File: src/rtl/core/mpq_pkg.sv
// Package for the multilevel process queue: operation, status and class codes,
// the item structures of both channels and the state-to-class mapping.
// Depends on nothing; every other file of the block imports it.
package mpq_pkg;

	// Operation codes of an input item
	typedef enum logic [1:0] {
		OP_INSERT  = 2'd0,
		OP_REMOVE  = 2'd1,
		OP_DEQUEUE = 2'd2,
		OP_FIND    = 2'd3
	} op_t;

	// Status codes of a result item
	typedef enum logic [1:0] {
		ST_OK        = 2'd0,
		ST_MISSING   = 2'd1,
		ST_DUPLICATE = 2'd2,
		ST_BAD_PRIO  = 2'd3
	} status_t;

	// Queue classes
	localparam logic [2:0] CLS_READY        = 3'd0;
	localparam logic [2:0] CLS_BLOCKED      = 3'd1;
	localparam logic [2:0] CLS_SUSP_READY   = 3'd2;
	localparam logic [2:0] CLS_SUSP_BLOCKED = 3'd3;
	localparam logic [2:0] CLS_OTHER        = 3'd4;

	// Execution and suspend state codes
	localparam logic [1:0] EX_READY     = 2'd0;
	localparam logic [1:0] EX_BLOCKED   = 2'd1;
	localparam logic [1:0] SU_ACTIVE    = 2'd0;
	localparam logic [1:0] SU_SUSPENDED = 2'd1;

	localparam int NUM_CLASSES = 5;

	typedef struct packed {
		logic [1:0] kind;
		logic [3:0] proc_id;
		logic [1:0] exec_state;
		logic [1:0] suspend_state;
		logic [3:0] priority_req;
		logic [2:0] queue_class;
	} req_item_t;

	typedef struct packed {
		logic [1:0] status;
		logic [3:0] out_proc_id;
		logic [2:0] out_class;
		logic [3:0] out_priority;
	} rsp_item_t;

	// Class of the list named by an execution state and a suspend state.
	function automatic logic [2:0] class_of(logic [1:0] ex, logic [1:0] su);
		logic [2:0] cls;
		cls = CLS_OTHER;
		if (ex == EX_READY) begin
			if (su == SU_SUSPENDED)
				cls = CLS_SUSP_READY;
			else if (su == SU_ACTIVE)
				cls = CLS_READY;
		end else if (ex == EX_BLOCKED) begin
			if (su == SU_SUSPENDED)
				cls = CLS_SUSP_BLOCKED;
			else if (su == SU_ACTIVE)
				cls = CLS_BLOCKED;
		end
		return cls;
	endfunction

endpackage

File: src/rtl/core/mpq_engine.sv
// Queue state (entry table, per-id links, list heads and tails) and the
// single-pass logic that works out one operation and its state update.
// Depends on mpq_pkg.
module mpq_engine
	import mpq_pkg::*;
#(
	parameter int NUM_PROCS      = 16,
	parameter int NUM_PRIORITIES = 10
) (
	input  logic      clk,
	input  logic      arst_n,
	input  logic      fire,
	input  req_item_t item,
	output rsp_item_t result
);

	localparam int IW        = $clog2(NUM_PROCS);
	localparam int LW        = $clog2(NUM_PROCS + 1);
	localparam int XW        = (IW > 4) ? IW : 4;
	localparam int NUM_LISTS = 2 * NUM_PRIORITIES + 3;
	localparam int LIW       = $clog2(NUM_LISTS);
	localparam logic [LW-1:0] NIL = LW'(NUM_PROCS);

	// Entry table: valid bits are control, class and priority are payload
	logic [NUM_PROCS-1:0] valid_q;
	logic [2:0]           cls_q  [NUM_PROCS];
	logic [3:0]           prio_q [NUM_PROCS];
	logic [LW-1:0]        next_q [NUM_PROCS];
	logic [LW-1:0]        prev_q [NUM_PROCS];
	logic [LW-1:0]        head_q [NUM_LISTS];
	logic [LW-1:0]        tail_q [NUM_LISTS];

	// List number of a class and priority.
	function automatic logic [LIW-1:0] list_of(logic [2:0] cls, logic [3:0] prio);
		logic [LIW-1:0] li;
		case (cls)
			CLS_READY:        li = LIW'(prio);
			CLS_SUSP_READY:   li = LIW'(NUM_PRIORITIES) + LIW'(prio);
			CLS_BLOCKED:      li = LIW'(2 * NUM_PRIORITIES);
			CLS_SUSP_BLOCKED: li = LIW'(2 * NUM_PRIORITIES + 1);
			default:          li = LIW'(2 * NUM_PRIORITIES + 2);
		endcase
		return li;
	endfunction

	logic [XW-1:0]  id_x;
	logic [IW-1:0]  idx;
	logic           id_ok;
	logic           prio_bad;
	logic [2:0]     cls;
	logic [LIW-1:0] li;
	logic [LW-1:0]  id_link;
	logic [LW-1:0]  ins_t;
	logic           ins_en;
	logic           un_en;
	logic [IW-1:0]  un_id;
	logic [LIW-1:0] un_li;
	logic [LW-1:0]  un_n;
	logic [LW-1:0]  un_p;
	logic           deq_found;
	logic [LIW-1:0] deq_li;
	logic [LW-1:0]  deq_head;
	logic [IW-1:0]  deq_idx;

	// Decode of the id, the class and the list the item names
	assign id_x     = XW'(item.proc_id);
	assign idx      = id_x[IW-1:0];
	assign id_ok    = {1'b0, id_x} < (XW + 1)'(NUM_PROCS);
	assign prio_bad = {1'b0, item.priority_req} >= 5'(NUM_PRIORITIES);
	assign cls      = class_of(item.exec_state, item.suspend_state);
	assign li       = list_of(cls, item.priority_req);
	assign id_link  = LW'(idx);
	assign ins_t    = tail_q[li];

	// Head search for dequeue: the lowest non-empty priority wins
	always_comb begin
		deq_found = 1'b0;
		deq_li    = '0;
		case (item.queue_class) inside
			CLS_READY, CLS_SUSP_READY: begin
				for (int p = NUM_PRIORITIES - 1; p >= 0; p--) begin
					if (head_q[list_of(item.queue_class, 4'(p))] != NIL) begin
						deq_found = 1'b1;
						deq_li    = list_of(item.queue_class, 4'(p));
					end
				end
			end
			CLS_BLOCKED, CLS_SUSP_BLOCKED, CLS_OTHER: begin
				deq_li    = list_of(item.queue_class, 4'd0);
				deq_found = head_q[deq_li] != NIL;
			end
			default: begin
				deq_found = 1'b0;
			end
		endcase
	end

	assign deq_head = head_q[deq_li];
	assign deq_idx  = deq_head[IW-1:0];

	// Operation decode and result
	always_comb begin
		result       = '0;
		result.status = ST_MISSING;
		ins_en       = 1'b0;
		un_en        = 1'b0;
		un_id        = idx;
		un_li        = li;
		unique case (item.kind) inside
			OP_INSERT, OP_REMOVE: begin
				if (prio_bad) begin
					result.status = ST_BAD_PRIO;
				end else if (id_ok) begin
					if (item.kind == OP_INSERT) begin
						if (valid_q[idx]) begin
							result.status = ST_DUPLICATE;
						end else begin
							ins_en        = 1'b1;
							result.status = ST_OK;
						end
					end else if (valid_q[idx] && list_of(cls_q[idx], prio_q[idx]) == li) begin
						un_en         = 1'b1;
						result.status = ST_OK;
					end
					if (result.status == ST_OK) begin
						result.out_proc_id  = item.proc_id;
						result.out_class    = cls;
						result.out_priority = item.priority_req;
					end
				end
			end
			OP_DEQUEUE: begin
				if (deq_found) begin
					un_en               = 1'b1;
					un_id               = deq_idx;
					un_li               = deq_li;
					result.status       = ST_OK;
					result.out_proc_id  = 4'(deq_head);
					result.out_class    = cls_q[deq_idx];
					result.out_priority = prio_q[deq_idx];
				end
			end
			OP_FIND: begin
				if (id_ok && valid_q[idx]) begin
					result.status       = ST_OK;
					result.out_proc_id  = item.proc_id;
					result.out_class    = cls_q[idx];
					result.out_priority = prio_q[idx];
				end
			end
		endcase
	end

	// Neighbours of the id being unlinked
	assign un_n = next_q[un_id];
	assign un_p = prev_q[un_id];

	// Valid bits, heads and tails
	always_ff @(posedge clk or negedge arst_n) begin
		if (!arst_n) begin
			valid_q <= '0;
			for (int i = 0; i < NUM_LISTS; i++) begin
				head_q[i] <= NIL;
				tail_q[i] <= NIL;
			end
		end else if (fire) begin
			if (ins_en) begin
				valid_q[idx] <= 1'b1;
				if (ins_t == NIL)
					head_q[li] <= id_link;
				tail_q[li] <= id_link;
			end
			if (un_en) begin
				valid_q[un_id] <= 1'b0;
				if (un_p == NIL)
					head_q[un_li] <= un_n;
				if (un_n == NIL)
					tail_q[un_li] <= un_p;
			end
		end
	end

	// Entry payload and links
	always_ff @(posedge clk) begin
		if (fire) begin
			if (ins_en) begin
				cls_q[idx]  <= cls;
				prio_q[idx] <= item.priority_req;
				next_q[idx] <= NIL;
				prev_q[idx] <= ins_t;
				if (ins_t != NIL)
					next_q[ins_t[IW-1:0]] <= id_link;
			end
			if (un_en) begin
				if (un_p != NIL)
					next_q[un_p[IW-1:0]] <= un_n;
				if (un_n != NIL)
					prev_q[un_n[IW-1:0]] <= un_p;
			end
		end
	end

endmodule
File: config.mk
export PLATFORM = sky130hd
export DESIGN_NAME = mpq_engine
export DESIGN_NICKNAME = d
export VERILOG_FILES = /design/src/rtl/core/mpq_pkg.sv /design/src/rtl/core/mpq_engine.sv
export SDC_FILE = /design/constraint.sdc
export NUM_CORES = 2
export LEC_CHECK = 0
export BUFFER_PORTS_ARGS = -buffer_cell sky130_fd_sc_hd__buf_2
export CORE_ASPECT_RATIO = 1.75
export CORE_MARGIN = 3
export CORE_UTILIZATION = 40
export CTS_CLUSTER_SIZE = 28
export DETAILED_ROUTE_END_ITERATION = 8
export GPL_TIMING_DRIVEN = 0
export PLACE_DENSITY_LB_ADDON = 0.25
export SLEW_MARGIN = 20
export SYNTH_ARGS = -nofsm -noshare
export SYNTH_HDL_FRONTEND = slang
export SYNTH_SLANG_ARGS = --single-unit
File: constraint.sdc
create_clock -name clk -period 7.63 [get_ports clk]
set_clock_uncertainty 0.05 [all_clocks]
set_input_delay 1.526 -clock clk [delete_from_list [all_inputs] [get_ports clk]]
set_output_delay 1.526 -clock clk [all_outputs]
set_load 0.005 [all_outputs]
# Word level (Yosys, flattened, before mapping)
# Memories as Yosys holds them, arrays and structs flattened.
# Cells that the tools add are included.
# Widths: inputs -> output; s select.
totals:
  output_inout_bits: 13
  mem_count: 4
  ff_bits: 246
  mem_bits_rw: 272
op_classes:
  n_lt_le_gt_ge: 21
  eq_ne: 33
  n_bitwise: 17
  mux: 167
  add_sub_neg: 2
  n_reduce_logical: 17
mem_list:
  columns: ["memory", "words", "width", "read_ports", "rd_clocked_by_memory_dff", "write_ports", "line_no", "rtl"]
  rows:
  - ["next_q", 16, 5, 1, 0, 2, "mpq_engine.sv:28", "logic [LW-1:0] next_q [NUM_PROCS];"]
  - ["prev_q", 16, 5, 1, 0, 1, "mpq_engine.sv:29", "logic [LW-1:0] prev_q [NUM_PROCS];"]
  - ["prio_q", 16, 4, 2, 0, 1, "mpq_engine.sv:27", "logic [3:0] prio_q [NUM_PROCS];"]
  - ["cls_q", 16, 3, 2, 0, 1, "mpq_engine.sv:26", "logic [2:0] cls_q [NUM_PROCS];"]
ops:
  columns: ["operator", "n"]
  rows:
  - ["$mux 115", 9]
  - ["$bwmux 115", 4]
  - ["$bmux 5 s5", 13]
  - ["$mux 5", 57]
  - ["$pmux 5 s4", 12]
  - ["$ge 6x6->1 const B", 14]
  - ["$not 5->6", 14]
  - ["$ne 5x5->1 const B", 14]
  - ["$demux 5 s5", 2]
  - ["$mux 16", 3]
  - ["$mux 1", 41]
  - ["$pmux 13 s3", 1]
  - ["$mux 12", 2]
  - ["$mux 4", 6]
  - ["$mux 11", 2]
  - ["$eq 3x2->1 const B", 6]
  - ["$mux 3", 6]
  - ["$and 16x16->16", 1]
  - ["$not 16->16", 1]
  - ["$or 16x16->16", 1]
  - ["$eq 5x5->1 const B", 3]
  - ["$lt 6x1->1 const B", 2]
  - ["$add 4x4->5 const A", 2]
  - ["$lt 4x5->1 const B", 2]
  - ["other kinds (17)", 39]

# Logic depth before layout (Yosys ltp)
# An unclocked memory read counts as a cell.
depth:
  depth_word: 33
  mapped_depth: 27
  ltp_nobuf: 18

# Least setup slack after synthesis
# OpenSTA, ideal clock, no wires.
synth_timing:
  kind: "input -> output"
  start: "in item[1] (netlist name)"
  end: "out result[0] (netlist name)"
  slack_ns: 0.327
  cell_stages: 23
  path_buffers: 6
  t_arrival_ns: 5.727
  cell_sequence: "buf_6 -> or4_4 -> nor2_1 -> o22ai_1 -> a21boi_1 -> a221oi_4 -> o21ai_4 -> buf_6 -> buf_6 -> buf_6 -> nand2_1 -> a32oi_1 -> a21oi_1 -> o31ai_1 -> clkbuf_1 -> buf_1 -> nor2_1 -> nor2_1 -> nor2_1 -> a211o_1 -> nand3_1 -> o21ai_0 -> o21ai_0"
synth_rtl:
  columns: ["element", "line_no", "rtl"]
  rows:
  - ["start: declaration", "mpq_engine.sv:13", "input req_item_t item,"]
  - ["end: declaration", "mpq_engine.sv:14", "output rsp_item_t result"]

==> impl_metrics.json <==
{
  "fp.dieH_um": 362,
  "topRoutingLayerUsed": "met5",
  "crit_family": "compound AO/OA/AOI/OAI gates",
  "synth_cell_types": 97,
  "die_w_um": 209,
  "worstPathRequired_ps": 6050,
  "synthesis.area_sq_mm": 0.0290,
  "finalCriticalPeriod_ps": 7580,
  "ys_seq_area_share_pct": 49.1,
  "tightest_slew_ps": 1220,
  "ir_drop_mv": 0.194,
  "nFillCells": 6540,
  "cts_sinks": 518,
  "wl_met3_mm": 10.5,
  "port_buffers": 25,
  "power_mw": 7.46,
  "final_common_cell": "nor2_1",
  "leakagePower_nw": 13.2,
  "ant_nets": 0,
  "pre_cts_slack_ps": -3330,
  "clk_latency_ps": 640,
  "syn_inst": 2889,
  "crit_buf_inv": 8,
  "synth-main-ff-cell": "edfxtp_1",
  "async_flop_share_pct": 47.5,
  "area_growth_pct": 21.2,
  "fin_crit_sh_pct": 99.4,
  "synthSimpleGateAreaFrac_pct": 17.7,
  "path_cells": "buf_12 > buf_12 > nor4_4 > nand3b_1 > a311oi_4 > buf_4 > o2111ai_4 > a211o_1 > buf_6 > and2_4 > buf_8 > o211ai_1 > and3_1 > a311oi_1 > a211oi_2 > a31oi_4 > buf_8 > buf_12 > nor2_1 > a21oi_1 > a21oi_2 > a211oi_2 > a221o_1 > buf_2",
  "synth_top_family_by_area": "compound AO/OA/AOI/OAI gates",
  "synth.area.top_cells": "edfxtp_1, dfrtp_1, nor2_1, a221o_1, dfstp_2",
  "tns_ps": 0,
  "cts_buffers": 51,
  "cp-end-kind": "primary output",
  "path_class": "in -> out",
  "layout_common_cells": "nor2_1, nand2_1, edfxtp_1",
  "grt_pass1_wl_mm": 196,
  "ys.warnings.count": 0,
  "crit_path_max_incr_delay_ps": 360,
  "maxSlewHeadroom_pct": 18.9,
  "fin_cells": 4058,
  "setup_viol": 0,
  "crit_cells": 24,
  "synth_fa_ha_area_share_pct": 0.0864,
  "clockRootBuffer": "clkbuf_16",
  "utilization_pct": 49.3,
  "grt_overflow": 0,
  "maxClockFrequency_mhz": 132,
  "place_inst": 3837,
  "reg2reg_depth": 28,
  "powerDensity_mw_per_mm2": 213,
  "routedWlPerCell_um": 34.3,
  "run_status": "complete, no violations",
  "finalInstanceArea_sq_mm": 0.0351,
  "grt_max_degree": 78,
  "vias": 27400,
  "initial_core_util_pct": 40.7,
  "cts.htree.levels": 2,
  "crit_arrival_ps": 6010,
  "rsz0062_at_grt": "true",
  "antenna_found_initial": 4,
  "final_nets": 3119,
  "boundaryPins": 33,
  "drc": 0,
  "synth_compound_area_share_pct": 21.6,
  "hold_violations": 0,
  "dpl.hpwl_mm": 104,
  "core-area_sq_mm": 0.0712,
  "grt_pass1_vias": 27300,
  "synth_top_area_share_pct": 26.5,
  "path_max_fanout": 10,
  "initialDrtViolationCount": 3450,
  "ys_ff_latch": 518,
  "layout-drive-gt1-share_pct": 23.1,
  "drt-total-wl_mm": 139,
  "cts_tree": "yes",
  "max_cap_violations": 0,
  "cts.path.max_buffers": 3,
  "avgSynthCellArea_sq_um": 10.0,
  "final_max_slew_viol_count": 0,
  "wl_met2_mm": 67.7,
  "grt_usage_pct": 35.7,
  "hold_slack_ps": 413,
  "met1_length_mm": 44.5,
  "yosysTopAreaCell": "edfxtp_1",
  "yosys-mux-area-fraction_pct": 6.74,
  "viasPerCell": 6.75,
  "synth_nets": 2911,
  "dieArea_sq_mm": 0.0758,
  "dpl_cell_area_sq_mm": 0.0305,
  "worst_path_max_delay_cell": "a221o_1",
  "cpMostUsedCell": "buf_12",
  "row_count": 129,
  "drtPass1Iterations": 8,
  "hold_path_class": "reg -> reg",
  "holdPathStages": 2,
  "synth-edff-count": 256,
  "critPathLaunchType": "input port",
  "routabilityCongestion": 1.05,
  "fin_ws_ps": 47.3,
  "synth_xor_area_share_pct": 0.242,
  "clkTransAtPathRegs_ps": 70
}
## state kept, by name (all words and copies together), names as in the netlist
register / flops
prio_q: 64
valid_q: 16
next_q: 80
tail_q: 115
prev_q: 80
cls_q: 48
head_q: 115
## tightest hold or removal path, stage by stage (launching register included)
cell and delay, ps:
dfxtp_1 310, nand2_1 50, mux2i_1 50
## power by group
part	internal, mW	total, mW	leakage (nW)	switching, mW
registers	3.06	3.12	5.49	0.0628
logic	0.488	1.49	6.86	0.999
clock network	1.65	2.85	0.896	1.21
total	5.19	7.46	13.2	2.27
## cell type report
class	count	area [sq um]	area share, %
clock inverters	38	534	1.52
well taps	917	1150	3.27
repair buffers	157	1320	3.74
flip-flops and latches	518	14200	40.5
plain buffers	188	1350	3.83
multi-input cells	2068	14800	42.1
diodes	1	2.50	0.00713
clock buffers	58	1330	3.80
inverters	113	434	1.24
## synthesized netlist by cell type (all sizes together), types with 7 or more instances
cell type,instances
a22o,58
and2,28
nand3,86
o211ai,48
a22oi,25
nor3,59
nand2,311
nand2b,18
o22ai,50
o2111ai,20
dfxtp,16
nor4,40
o21a,26
a211oi,39
or3,7
edfxtp,256
a211o,21
a311oi,11
a221o,135
xnor2,8
o221ai,14
mux4,53
dfrtp,200
and3,17
nor2,450
a32oi,7
dfstp,46
inv,110
a21oi,126
or2,15
nor4b,13
buf,63
a21o,7
clkbuf,127
o211a,10
a31oi,31
nand4,10
nor2b,16
o21ai,153
mux2i,69
## kinds of logic (layout without fill, tap and decap cells)
logic type / count (synthesis) / count (layout)
simple gates: 1087 / 1087
compound gates: 843 / 843
flops: 518 / 518
buf+inv: 303 / 554
mux: 128 / 128
xor+xnor: 8 / 8
fa+ha+maj: 2 / 2
other cells: 0 / 1
## metal layers
layer	vias to the layer above	global-route usage [%]
met1	13500	36.8
met4	2	31.6
met3	716	6.37
met2	1837	61.8
met5	-	0
li1	11400	-
## final timing paths
kind	end	from	slack [ps]
max in group asynchronous	head_q[59]	arst_n	5310
min reg2reg	next_q[14][4]	next_q[14][4]	410
min	next_q[14][4]	next_q[14][4]	410
min in group asynchronous	tail_q[52]	arst_n	690
max reg2reg	tail_q[82]	head_q[0]	260
max	result[4]	item[1]	50
## timing repair
action	in CTS	in global routing
setup endpoints to repair	546	442
gates resized for setup	269	193
hold buffers	0	0
setup buffers	53	73
cloned	1	0
pin swaps	53	89
Power figures use the tool's default switching activity.
